$ cat config.mk
export PLATFORM = sky130hd
export DESIGN_NAME = rau_divider
export DESIGN_NICKNAME = d
export VERILOG_FILES = /design/src/rau_pkg.sv /design/src/rau_divider.sv
export SDC_FILE = /design/constraint.sdc
export NUM_CORES = 1
export LEC_CHECK = 0
export ABC_AREA = 1
export BUFFER_PORTS_ARGS = -buffer_cell sky130_fd_sc_hd__buf_4
export CORE_MARGIN = 10
export CORE_UTILIZATION = 57
export CTS_CLUSTER_SIZE = 28
export DETAILED_ROUTE_END_ITERATION = 8
export GPL_ROUTABILITY_DRIVEN = 0
export PLACE_DENSITY = 0.91
export REMOVE_ABC_BUFFERS = 1
export SLEW_MARGIN = 10
export SYNTH_ARGS = -nofsm -noshare
export SYNTH_HDL_FRONTEND = slang
export SYNTH_SLANG_ARGS = --single-unit
$ cat constraint.sdc
create_clock -name aclk -period 3.05 [get_ports aclk]
set_input_delay 0.305 -clock aclk [delete_from_list [all_inputs] [get_ports aclk]]
set_output_delay 0.305 -clock aclk [all_outputs]
set_load 0.01 [all_outputs]
$ cat src/rau_pkg.sv
// package for the rational arithmetic unit: operation and error codes, widths
`default_nettype none
package rau_pkg;
    localparam int OPERAND_WIDTH_DEF = 32;
    localparam int PROD_W = 64;

    typedef enum logic [2:0] {
        OP_NORM = 3'd0,
        OP_ADD  = 3'd1,
        OP_SUB  = 3'd2,
        OP_MUL  = 3'd3,
        OP_DIV  = 3'd4,
        OP_EQ   = 3'd5,
        OP_LT   = 3'd6,
        OP_BAD  = 3'd7
    } op_t;

    typedef enum logic [1:0] {
        ERR_NONE = 2'd0,
        ERR_DEN  = 2'd1,
        ERR_DIV0 = 2'd2
    } err_t;
endpackage
`default_nettype wire

$ cat src/rau_divider.sv
// restoring divider, one quotient bit per cycle, 64-bit unsigned
`default_nettype none
module rau_divider (
    input  wire logic                       aclk,
    input  wire logic                       aresetn,
    input  wire logic                       start,
    input  wire logic [rau_pkg::PROD_W-1:0] dividend,
    input  wire logic [rau_pkg::PROD_W-1:0] divisor,
    output logic                            done,
    output logic      [rau_pkg::PROD_W-1:0] quotient,
    output logic      [rau_pkg::PROD_W-1:0] remainder
);
    localparam int W = rau_pkg::PROD_W;
    localparam int CW = $clog2(W + 1);

    logic [W-1:0]  q_reg, q_next;
    logic [W-1:0]  r_reg, r_next;
    logic [W-1:0]  d_reg, d_next;
    logic [CW-1:0] cnt_reg, cnt_next;
    logic          busy_reg, busy_next;
    logic          done_reg, done_next;
    logic [W:0]    trial;

    always_comb begin
        q_next = q_reg;
        r_next = r_reg;
        d_next = d_reg;
        cnt_next = cnt_reg;
        busy_next = busy_reg;
        done_next = 1'b0;
        trial = {r_reg, q_reg[W-1]} - {1'b0, d_reg};
        if (start) begin
            q_next = dividend;
            r_next = '0;
            d_next = divisor;
            cnt_next = CW'(W);
            busy_next = 1'b1;
        end else if (busy_reg) begin
            if (!trial[W]) begin
                r_next = trial[W-1:0];
                q_next = {q_reg[W-2:0], 1'b1};
            end else begin
                r_next = {r_reg[W-2:0], q_reg[W-1]};
                q_next = {q_reg[W-2:0], 1'b0};
            end
            cnt_next = cnt_reg - CW'(1);
            if (cnt_reg == CW'(1)) begin
                busy_next = 1'b0;
                done_next = 1'b1;
            end
        end
    end

    always_ff @(posedge aclk) begin
        q_reg <= q_next;
        r_reg <= r_next;
        d_reg <= d_next;
        cnt_reg <= cnt_next;
        if (!aresetn) begin
            busy_reg <= 1'b0;
            done_reg <= 1'b0;
        end else begin
            busy_reg <= busy_next;
            done_reg <= done_next;
        end
    end

    assign done = done_reg;
    assign quotient = q_reg;
    assign remainder = r_reg;

    ap_done_after_busy: assert property (@(posedge aclk) disable iff (!aresetn)
        done_reg |-> $past(busy_reg))
        else $error("divider done without work");
    ap_no_overlap: assert property (@(posedge aclk) disable iff (!aresetn)
        done_reg |-> !busy_reg)
        else $error("divider busy at done");
    ap_count_zero: assert property (@(posedge aclk) disable iff (!aresetn)
        (busy_reg && !start) |-> cnt_reg != '0)
        else $error("divider count ran out");
endmodule
`default_nettype wire

Word-level counts from Yosys, hierarchy flattened

Cells that the tools add are included.

Bits in registers: 201
Output and inout bits: 129
Logic and storage cells: 21

$add $sub $neg: 2
Eq/ne operators: 1
Multiplexer cells: 8
Bitwise gates (word level): 2
Reduce and logical (&&, ||, !) cells: 2

Operators by type and width:

| cell                                                 | count |
|---|---|
| two-way mux 64 bit                                   | 3 |
| subtractor 65 x 64 -> 65 bit                         | 1 |
| equality test 7 x 1 -> 1 bit (second input constant) | 1 |
| subtractor 7 x 1 -> 7 bit (second input constant)    | 1 |
| two-way mux 1 bit                                    | 5 |
| OR reduction 3 bit                                   | 1 |
| inverter 1 bit                                       | 2 |
| nonzero test 2 bit                                   | 1 |

Logic depth before layout (Yosys ltp)

Gate-level depths: netlist of the first run.

Word-level depth: 4
Depth in mapped cells: 21
Depth with buffers taken out: 19

Worst setup path after synthesis of the first run

Ideal clock, no wire load.

Path kind: register to register
From: register q_reg[63], in the netlist quotient[63]
To: register q_reg[0], in the netlist quotient[0], data pin
Library setup time: 0.269 ns
Data arrival time: 2.257 ns
Required time: 2.781 ns
Path slack: 0.524 ns
Cell stages (with the launch flop): 20
Clock period less this slack: 2.526 ns
Cells stage by stage: edfxtp_1 -> inv_1 -> ha_1 -> fa_1 -> inv_1 -> nand2_1 -> nand2_1 -> nand3_1 -> nand2_2 -> nand2_1 -> nand2_2 -> nand2_1 -> nand2_2 -> nand2_4 -> nand2_4 -> nand2_1 -> nand2_2 -> buf_6 -> buf_6 -> o21ai_0

Longest elaborated chain between the ends: 4

RTL lines:

| what                         | line              | source |
|---|---|---|
| start, declared              | rau_divider.sv:16 | `logic [W-1:0] q_reg, q_next;` |
| start signal, assigned       | rau_divider.sv:55 | `q_reg <= q_next;` |
| subtractor 65 x 64 -> 65 bit | rau_divider.sv:31 | `trial = {r_reg, q_reg[W-1]} - {1'b0, d_reg};` |
| two-way mux 1 bit            | rau_divider.sv:39 | `if (!trial[W]) begin` |
| two-way mux 64 bit           | rau_divider.sv:38 | `end else if (busy_reg) begin` |
| two-way mux 64 bit           | rau_divider.sv:32 | `if (start) begin` |
| named net q_next[0]          | rau_divider.sv:16 |  |

The timed path passes the listed nets, and every way through them passes these cells. The select of a mux whose other input is x is not followed.
A chain may end at the register's enable or synchronous reset.

Worst setup path after layout of the first run

From: register q_reg[63], in the netlist quotient[63]
To: register r_reg[3], in the netlist remainder[3]

Longest elaborated chain between the ends: 2

RTL lines:

| what                         | line              | source |
|---|---|---|
| subtractor 65 x 64 -> 65 bit | rau_divider.sv:31 |  |
| two-way mux 64 bit           | rau_divider.sv:39 |  |
| end signal, assigned         | rau_divider.sv:56 | `r_reg <= r_next;` |
| end, declared                | rau_divider.sv:17 | `logic [W-1:0] r_reg, r_next;` |

Every way passes these cells.

==> impl_metrics.tcl, run 1 <==
set metrics [dict create \
    start_util_pct 57.6 \
    dr.pass1.iters 7 \
    finalMaxSlewViolations 0 \
    yosys.area.top_type_share_pct 28.2 \
    root_buffer "clkbuf_16" \
    num_io_pins 260 \
    cts_made_buffers 24 \
    startpoint "quotient[63]$_DFFE_PP_" \
    min_to "quotient[59]$_DFFE_PP_" \
    synth_cells 2300 \
    grt_pass1_vias 15055 \
    grt_overflow_total 0 \
    worstMarginPinSlew_ps 1070 \
    clkLatencyLatePin_ps 540 \
    drive_gt1_share_pct 12.9 \
    grt_max_degree 100 \
    htreeDepth 1 \
    clock_skew_ps 10.4 \
    tns_ps 0 \
    async_flop_share_pct 0 \
    die_h_um 179 \
    routed_wl_mm 46.7 \
    drv_cap 0 \
    fin_nets 2815 \
    num_rows 58 \
    yosys_warnings 0 \
    dpl.hpwl_mm 35.0 \
    syn2layout_area_growth_pct 26.0 \
    synthFlopType "edfxtp_1" \
    yosys.area.top_type "nand2_1" \
    drc 0 \
    cellPowerDensity_nw_per_um2 391 \
    grt_pass1_wl_mm 72.9 \
    hold_path_startpoint "dividend[59]" \
    post_cts_buffers 0 \
    hp-class "input port to register" \
    regArea_um2 5310 \
    path_clk_slew_ps 60 \
    n_fill_cell 1961 \
    fmax_ghz 0.348 \
    coreArea_um2 25100 \
    synth-edff-count 128 \
    status "complete, no violations" \
    fin_crit_ps 2870 \
    setup_viol 0 \
    syn-mean-instance-area_um2 6.29 \
    grt_antenna_before_repair 2 \
    first_iter_violations 1667 \
    io_buffer_count 259 \
    seq_area_frac_synth_pct 36.7 \
    synth_area_um2 14500 \
    synth.area.top_cells "nand2_1, edfxtp_1, inv_1" \
    gr-usage-all-layers_pct 27.8 \
    r2r_slack_ps 180 \
    fin_crit_sh_pct 94.1 \
    pre_cts_ws_ps 204 \
    crit_fanout 29 \
    die_w_um 179 \
    ys_types 32 \
    worstSetupPathType "register to register" \
    r2r_start "quotient[63]$_DFFE_PP_" \
    clockBufferDepth 3 \
    multi_input_area_um2 7030 \
    synth-seq-cells 201 \
    synth_commonest_cells "nand2_1, inv_1, edfxtp_1" \
    cts_sinks 201 \
    place_area_um2 16700 \
    vias 15373 \
    routedWlPerCell_um 15.7 \
    fin_area_um2 18200 \
    cp.required_ps 3480 \
    arrival_ps 3300 \
    hold_viol 0 \
    yosysMostFrequentCell "nand2_1" \
    routed_via_density 5.18 \
    cts_tree "built" \
    dieArea_um2 32200 \
    p_leak_nw 10.5 \
    cp-start-kind "register" \
    ant_nets 0 \
    vdd_drop_max_uv 522 \
    end_kind "register" \
    timing.final.ws_setup_ps 179 \
    r2r-end "remainder[3]$_SDFFE_PP0P_" \
    rr_worst_depth 20 \
    hold_path_depth 3 \
    slew_headroom_pct 28.5 \
    rsz0062_at_grt "false" \
]
## layout by cell type (no fill, tap or decap), types with 7 or more instances in the layout
master / netlist / routed
xnor2_1: 25 / 25
nand4_1: 7 / 7
clkbuf_16: 0 / 27
nand3_1: 126 / 126
a21oi_1: 50 / 50
edfxtp_1: 128 / 128
inv_1: 506 / 504
xor2_1: 7 / 7
nor2_1: 107 / 105
nand2_2: 11 / 11
ha_1: 66 / 66
nand2_1: 1088 / 1088
nor3_1: 13 / 13
o21ai_0: 16 / 16
buf_4: 0 / 262
dlygate4sd3_1: 0 / 65
nand3b_1: 8 / 8
dfxtp_1: 73 / 73
## what timing repair did
item,4_1_cts,5_1_grt
endpoints found under the setup margin,0,18
hold buffers,65,0
resized for setup,0,1
hold endpoints to repair,65,0
## per-layer routing
layer	share of wire (%)	track usage (%)	vias to the layer above
met5	0	0	-
met4	5.3	14.1	0
met3	12	8.07	183
met2	45	46.2	881
met1	37	32.2	6826
li1	-	-	7483
## cell families after synthesis
family	count (synthesis)	synth area share, %
AO/OA/AOI/OAI	69	2.44
XOR/XNOR	32	1.94
adder cells (fa/ha/maj)	67	5.85
buffers and inverters	552	14.9
flip-flops	201	36.7
AND/OR/NAND/NOR	1379	38.2
## metrics by stage
stage	std cells	power (mW)	hold slack, ps	util, %
finish	2967	7.13	34.2	72.6
global route	2967	7.39	29.5	72.6
CTS	2963	7.15	22.9	72.4
detailed placement	2854	4.24	480	66.6
global placement	2854	4.20	459	66.6
floorplan	2257	3.74	374	-
## final cells by class
| cell class | count | area share [%] |
|---|---|---|
| inverter | 509 | 10.5 |
| sequential | 201 | 29.1 |
| timing repair buffer | 334 | 15.2 |
| clock buffer | 34 | 3.84 |
| clock inverter | 10 | 0.535 |
| tap | 330 | 2.27 |
| multi-input combinational | 1547 | 38.6 |
| antenna | 2 | 0.0275 |
## worst max-delay path, cell delays in order, from the launching register on
cell,delay (ps)
edfxtp_1,340
inv_1,60
ha_1,220
fa_2,380
inv_1,120
nand2_1,70
nand2_1,80
nand3_1,90
nand2_2,130
nand2_1,70
nand2_2,110
nand2_1,90
nand2_2,100
nand2_4,80
nand2_4,80
nand2_4,80
nand2_2,160
buf_12,220
nand2_1,100
nand3_1,110
nand2_1,70
## report_power, final
group | internal, mW | leakage, nW | switching, mW
registers | 3.10 | 1.87 | 0.0909
clock network | 1.69 | 0.395 | 1.17
logic | 0.464 | 8.24 | 0.622
total | 5.25 | 10.5 | 1.88
## how the worst max path moves through the flow
stage | cells past startpoint | slack (ps) | endpoint
global placement | 18 | 300 | quotient[0]$_DFFE_PP_
detailed placement | 18 | 200 | quotient[0]$_DFFE_PP_
global route | 20 | 70 | remainder[48]$_SDFFE_PP0P_
floorplan | 2 | -1590 | quotient[0]$_DFFE_PP_
finish | 20 | 180 | remainder[3]$_SDFFE_PP0P_
CTS | 18 | 170 | quotient[0]$_DFFE_PP_
No activity file was read; power rests on OpenSTA's default activity.
==> inputs of run 2 (changes only) <==
--- a/config.mk
+++ b/config.mk
@@ -8,11 +8,11 @@
 export ABC_AREA = 1
 export BUFFER_PORTS_ARGS = -buffer_cell sky130_fd_sc_hd__buf_4
 export CORE_MARGIN = 10
-export CORE_UTILIZATION = 57
-export CTS_CLUSTER_SIZE = 28
+export CORE_UTILIZATION = 59
+export CTS_BUF_LIST = sky130_fd_sc_hd__clkbuf_8
 export DETAILED_ROUTE_END_ITERATION = 8
 export GPL_ROUTABILITY_DRIVEN = 0
-export PLACE_DENSITY = 0.91
+export PLACE_DENSITY = 0.94
 export REMOVE_ABC_BUFFERS = 1
 export SLEW_MARGIN = 10
 export SYNTH_ARGS = -nofsm -noshare
==> impl_metrics.tcl, run 2 (synthesized netlist as in run 1, its figures left out) <==
set metrics [dict create \
    htreeDepth 2 \
    critPathSlowestCell "edfxtp_1" \
    hp-class "input port to register" \
    p_leak_nw 10.6 \
    dieArea_um2 31200 \
    clock_skew_ps 38.1 \
    path_clk_slew_ps 80 \
    grt_pass1_vias 15274 \
    routedWlPerCell_um 16.7 \
    die_h_um 177 \
    grt_overflow_total 0 \
    syn2layout_area_growth_pct 26.2 \
    cellPowerDensity_nw_per_um2 379 \
    num_rows 57 \
    gr-usage-all-layers_pct 29.6 \
    worstMarginPinSlew_ps 1050 \
    routed_wl_mm 49.8 \
    die_w_um 177 \
    root_buffer "clkbuf_8" \
    cp-start-kind "register" \
    cts_made_buffers 37 \
    drv_cap 0 \
    holdWs_ps 16.2 \
    num_io_pins 260 \
    grt_max_degree 75 \
    dr.pass1.iters 9 \
    clockBufferDepth 3 \
    vias 15845 \
    fin_cells 2990 \
    clkLatencyLatePin_ps 560 \
    dpl.hpwl_mm 35.3 \
    first_iter_violations 1956 \
    drive_gt1_share_pct 13.5 \
    rsz0062_at_grt "false" \
    ant_nets 0 \
    final_common_cell "nand2_1" \
    worstSetupPathType "register to register" \
    io_buffer_count 259 \
    crit_fanout 16 \
    slowest_delay_ps 420 \
    coreArea_um2 24200 \
    vdd_drop_max_uv 525 \
    final_cell_mix "nand2_1, inv_1, buf_4" \
    fmax_ghz 0.349 \
    fin_crit_sh_pct 94.0 \
    arrival_ps 3140 \
    grt_pass1_wl_mm 75.2 \
    status "complete, but fails checks" \
    routed_via_density 5.30 \
    fin_crit_ps 2870 \
    violations "DRC" \
    placed_cells 2848 \
    setup_viol 0 \
    cts_sinks 201 \
    fin_nets 2833 \
    hold_viol 0 \
    end_kind "register" \
    crit_chain "ha_1 > fa_2 > inv_2 > nand2_1 > nand2_1 > nand3_1 > nand2_2 > nand2_1 > nand2_2 > nand2_1 > nand2_2 > nand2_4 > nand2_4 > nand2_1 > nand2_4 > clkbuf_16 > o21ai_0" \
    start_util_pct 59.7 \
    cpMostUsedCell "nand2_1" \
    grt_antenna_before_repair 2 \
    slew_headroom_pct 30.1 \
    cts_tree "built" \
    cp.required_ps 3330 \
    drc 9 \
    finalMaxSlewViolations 0 \
]
-- run 2: per-stage QoR --
| step | setup WS, ps | area [um2] | total power [mW] | utilization, % | setup TNS [ps] |
|---|---|---|---|---|---|
| 2_1_floorplan | -1590 | 14200 | 3.74 | - | -103340 |
| 4_1_cts | 164 | 18100 | 6.92 | 74.6 | 0 |
| 5_1_grt | 21.4 | 18300 | 7.21 | 75.3 | 0 |
| 3_3_place_gp | 318 | 16700 | 4.20 | 68.8 | 0 |
| 3_5_place_dp | 192 | 16700 | 4.24 | 68.8 | 0 |
| 6_report | 183 | 18300 | 6.93 | 75.3 | 0 |
-- run 2: where the power goes --
part           internal [mW]  total (mW)  switching, mW
Sequential              3.10        3.20          0.101
Combinational          0.462        1.10          0.635
Clock                   1.39        2.63           1.24
Total                   4.95        6.93           1.97
-- run 2: critical path, delay by kind of cell (launching register included) --
kind / cells / cell delay, ps
AOI/OAI and AO/OA: 1 / 100
adders and majority gates: 2 / 620
buffers and inverters: 2 / 330
DFF: 1 / 420
and+or+nand+nor: 12 / 1090
-- run 2: repair_timing --
| item | 4_1_cts | 5_1_grt |
|---|---|---|
| hold buffers | 66 | 0 |
| resized for setup | 0 | 6 |
| buffers inserted | 0 | 0 |
| setup endpoints to repair | 0 | 65 |
| hold endpoints to repair | 66 | 0 |
-- run 2: path summary, 6_finish.rpt --
kind / from / endpoint / slack, ps / depth (start not counted)
max reg2reg: d_reg[0]$_DFFE_PP_ / quotient[0]$_DFFE_PP_ / 180 / 17
min reg2reg: remainder[16]$_SDFFE_PP0P_ / remainder[16]$_SDFFE_PP0P_ / 500 / 2
min: dividend[36] / quotient[36]$_DFFE_PP_ / 20 / 3
max: d_reg[0]$_DFFE_PP_ / quotient[0]$_DFFE_PP_ / 180 / 17
-- run 2: routing by layer --
metal | vias to the layer above | track usage (%) | part of all wire (%)
met5 | - | 0 | 0
li1 | 7528 | - | -
met3 | 270 | 8.82 | 14
met2 | 1121 | 48.8 | 44
met4 | 0 | 17.5 | 7.1
met1 | 6926 | 33.4 | 35
-- run 2: cell type report --
cell class	count	area [um2]
Antenna cell	2	5.00
Clock buffer	43	592
Clock inverter	25	153
Fill cell	1733	5990
Inverter	509	1910
Multi-Input combinational cell	1547	7050
Sequential cell	201	5310
Tap cell	324	405
Timing Repair Buffer	339	2840
==> inputs of run 3 (changes only) <==
==> constraint.sdc (replaced) <==
create_clock -name aclk -period 3.05 [get_ports aclk]
set_input_delay 0.1525 -clock aclk [delete_from_list [all_inputs] [get_ports aclk]]
set_output_delay 0.1525 -clock aclk [all_outputs]
set_load 0.01 [all_outputs]
==> impl_metrics.tcl, run 3 (synthesized netlist as in run 1, its figures left out) <==
set metrics [dict create \
    status "complete, but fails checks" \
    violations "DRC" \
    grt_pass1_vias 15747 \
    routed_wl_mm 52.6 \
    first_iter_violations 2190 \
    fmax_ghz 0.338 \
    routedWlPerCell_um 17.3 \
    fin_area_um2 18800 \
    io_buffer_count 259 \
    drv_cap 0 \
    cts_made_buffers 36 \
    gr-usage-all-layers_pct 31.8 \
    dr.pass1.iters 9 \
    rsz0062_at_grt "false" \
    clkLatencyLatePin_ps 580 \
    grt_antenna_before_repair 3 \
    fin_crit_sh_pct 97.0 \
    fin_nets 2893 \
    place_area_um2 16700 \
    coreArea_um2 24200 \
    grt_pass1_wl_mm 80.5 \
    die_h_um 177 \
    timing.final.ws_setup_ps 92.2 \
    rr_worst_depth 18 \
    min_to "d_reg[42]$_DFFE_PP_" \
    dpl.hpwl_mm 35.7 \
    hp-class "input port to register" \
    num_io_pins 260 \
    setup_viol 0 \
    cts_tree "built" \
    path_clk_slew_ps 70 \
    drive_gt1_share_pct 13.1 \
    clockBufferDepth 3 \
    clkPwrFrac_pct 37.1 \
    dieArea_um2 31200 \
    power.internal_mw 4.98 \
    pre_cts_ws_ps 237 \
    switching_share_pct 29.0 \
    slew_headroom_pct 35.7 \
    finalMaxSlewViolations 0 \
    vias 16384 \
    worstSetupPathType "register to register" \
    placed_cells 2849 \
    final_cell_mix "nand2_1, inv_1, buf_4" \
    drc 13 \
    clock_skew_ps 51.8 \
    fin_crit_ps 2960 \
    worstMarginPinSlew_ps 963 \
    end_kind "register" \
    p_leak_nw 10.8 \
    arrival_ps 3220 \
    grt_overflow_total 0 \
    crit_fanout 33 \
    holdWs_ps 192 \
    final_util_pct 77.6 \
    start_util_pct 59.7 \
    routed_via_density 5.37 \
    power_frac_comb_pct 17.1 \
    syn2layout_area_growth_pct 30.0 \
    grt_max_degree 66 \
    htreeDepth 2 \
    vdd_drop_max_uv 450 \
    cellPowerDensity_nw_per_um2 373 \
    cp-start-kind "register" \
    hold_path_startpoint "start" \
    root_buffer "clkbuf_8" \
    r2r_start "quotient[63]$_DFFE_PP_" \
    ant_nets 0 \
    post_cts_buffers 0 \
    r2r-end "quotient[0]$_DFFE_PP_" \
    p_seq_share_pct 45.8 \
    p_sw_mw 2.03 \
    r2r_slack_ps 90 \
    hold_viol 0 \
    die_w_um 177 \
    fin_cells 3050 \
    cp.required_ps 3310 \
    hold_path_depth 1 \
    final_common_cell "nand2_1" \
    cts_sinks 201 \
    num_rows 57 \
]
## run 3: cell count changes in the layout (fill, tap and decap cells not counted), sizes merged
cell,previous run,this run
clkbuf,48,45
clkinv,8,9
clkinvlp,1,0
inv,524,523
dlygate4sd3,66,129
diode,2,3
## run 3: worst max-delay path by stage
stage                            from  slack [ps]                    endpoint
2_1_floorplan     busy_reg$_SDFF_PN0_       -1590       quotient[0]$_DFFE_PP_
5_1_grt        quotient[63]$_DFFE_PP_         0.4  remainder[12]$_SDFFE_PP0P_
3_3_place_gp   quotient[63]$_DFFE_PP_         310       quotient[0]$_DFFE_PP_
6_report       quotient[63]$_DFFE_PP_          90       quotient[0]$_DFFE_PP_
3_5_place_dp   quotient[63]$_DFFE_PP_         240       quotient[0]$_DFFE_PP_
4_1_cts        quotient[63]$_DFFE_PP_         220       quotient[0]$_DFFE_PP_
## run 3: power by group through the flow
stage | clock network (mW) | registers (mW) | logic [mW]
after floorplan | 0 | 3.26 | 0.472
after global placement | 0 | 3.24 | 0.961
after detailed placement | 0 | 3.24 | 0.996
after CTS | 2.59 | 3.19 | 1.14
after global routing | 2.74 | 3.22 | 1.29
final | 2.60 | 3.21 | 1.20
## run 3: area by class of cell
type                       instances  area [um2]
antenna                            3        7.51
inverter                         509        1910
clock buffer                      42         578
tap                              324         405
multi-input combinational       1547        7030
timing repair buffer             400        3430
sequential                       201        5310
clock inverter                    24         143
fill                            1635        5440
## run 3: per-layer routing
layer	wire, um	GRT usage (%)
met1	18600	36.7
met2	23400	52.2
met3	6980	9.23
met4	3650	17.8
met5	0	0
## run 3: timing repair
| item | CTS | global route |
|---|---|---|
| endpoints found under the setup margin | 0 | 4 |
| hold buffers | 129 | 0 |
| resized for setup | 0 | 1 |
| hold endpoints to repair | 130 | 0 |
## run 3: per-stage QoR
| stage | TNS (ps) | total power [mW] |
|---|---|---|
| after floorplan | -103340 | 3.74 |
| after global placement | 0 | 4.20 |
| after detailed placement | 0 | 4.24 |
| after CTS | 0 | 6.92 |
| after global routing | 0 | 7.25 |
| final | 0 | 7.01 |
## run 3: worst max-delay path, stage by stage, from the launching register on
cell and delay (ps):
edfxtp_1 360, inv_1 60, ha_1 220, fa_1 440, inv_1 120, nand2_1 60, nand2_1 60, nand3_1 80
nand2_2 120, nand2_1 70, nand2_2 110, nand2_1 80, nand2_2 100, nand2_4 80, nand2_4 80, nand2_1 60
nand2_2 140, buf_12 250, o21ai_0 150
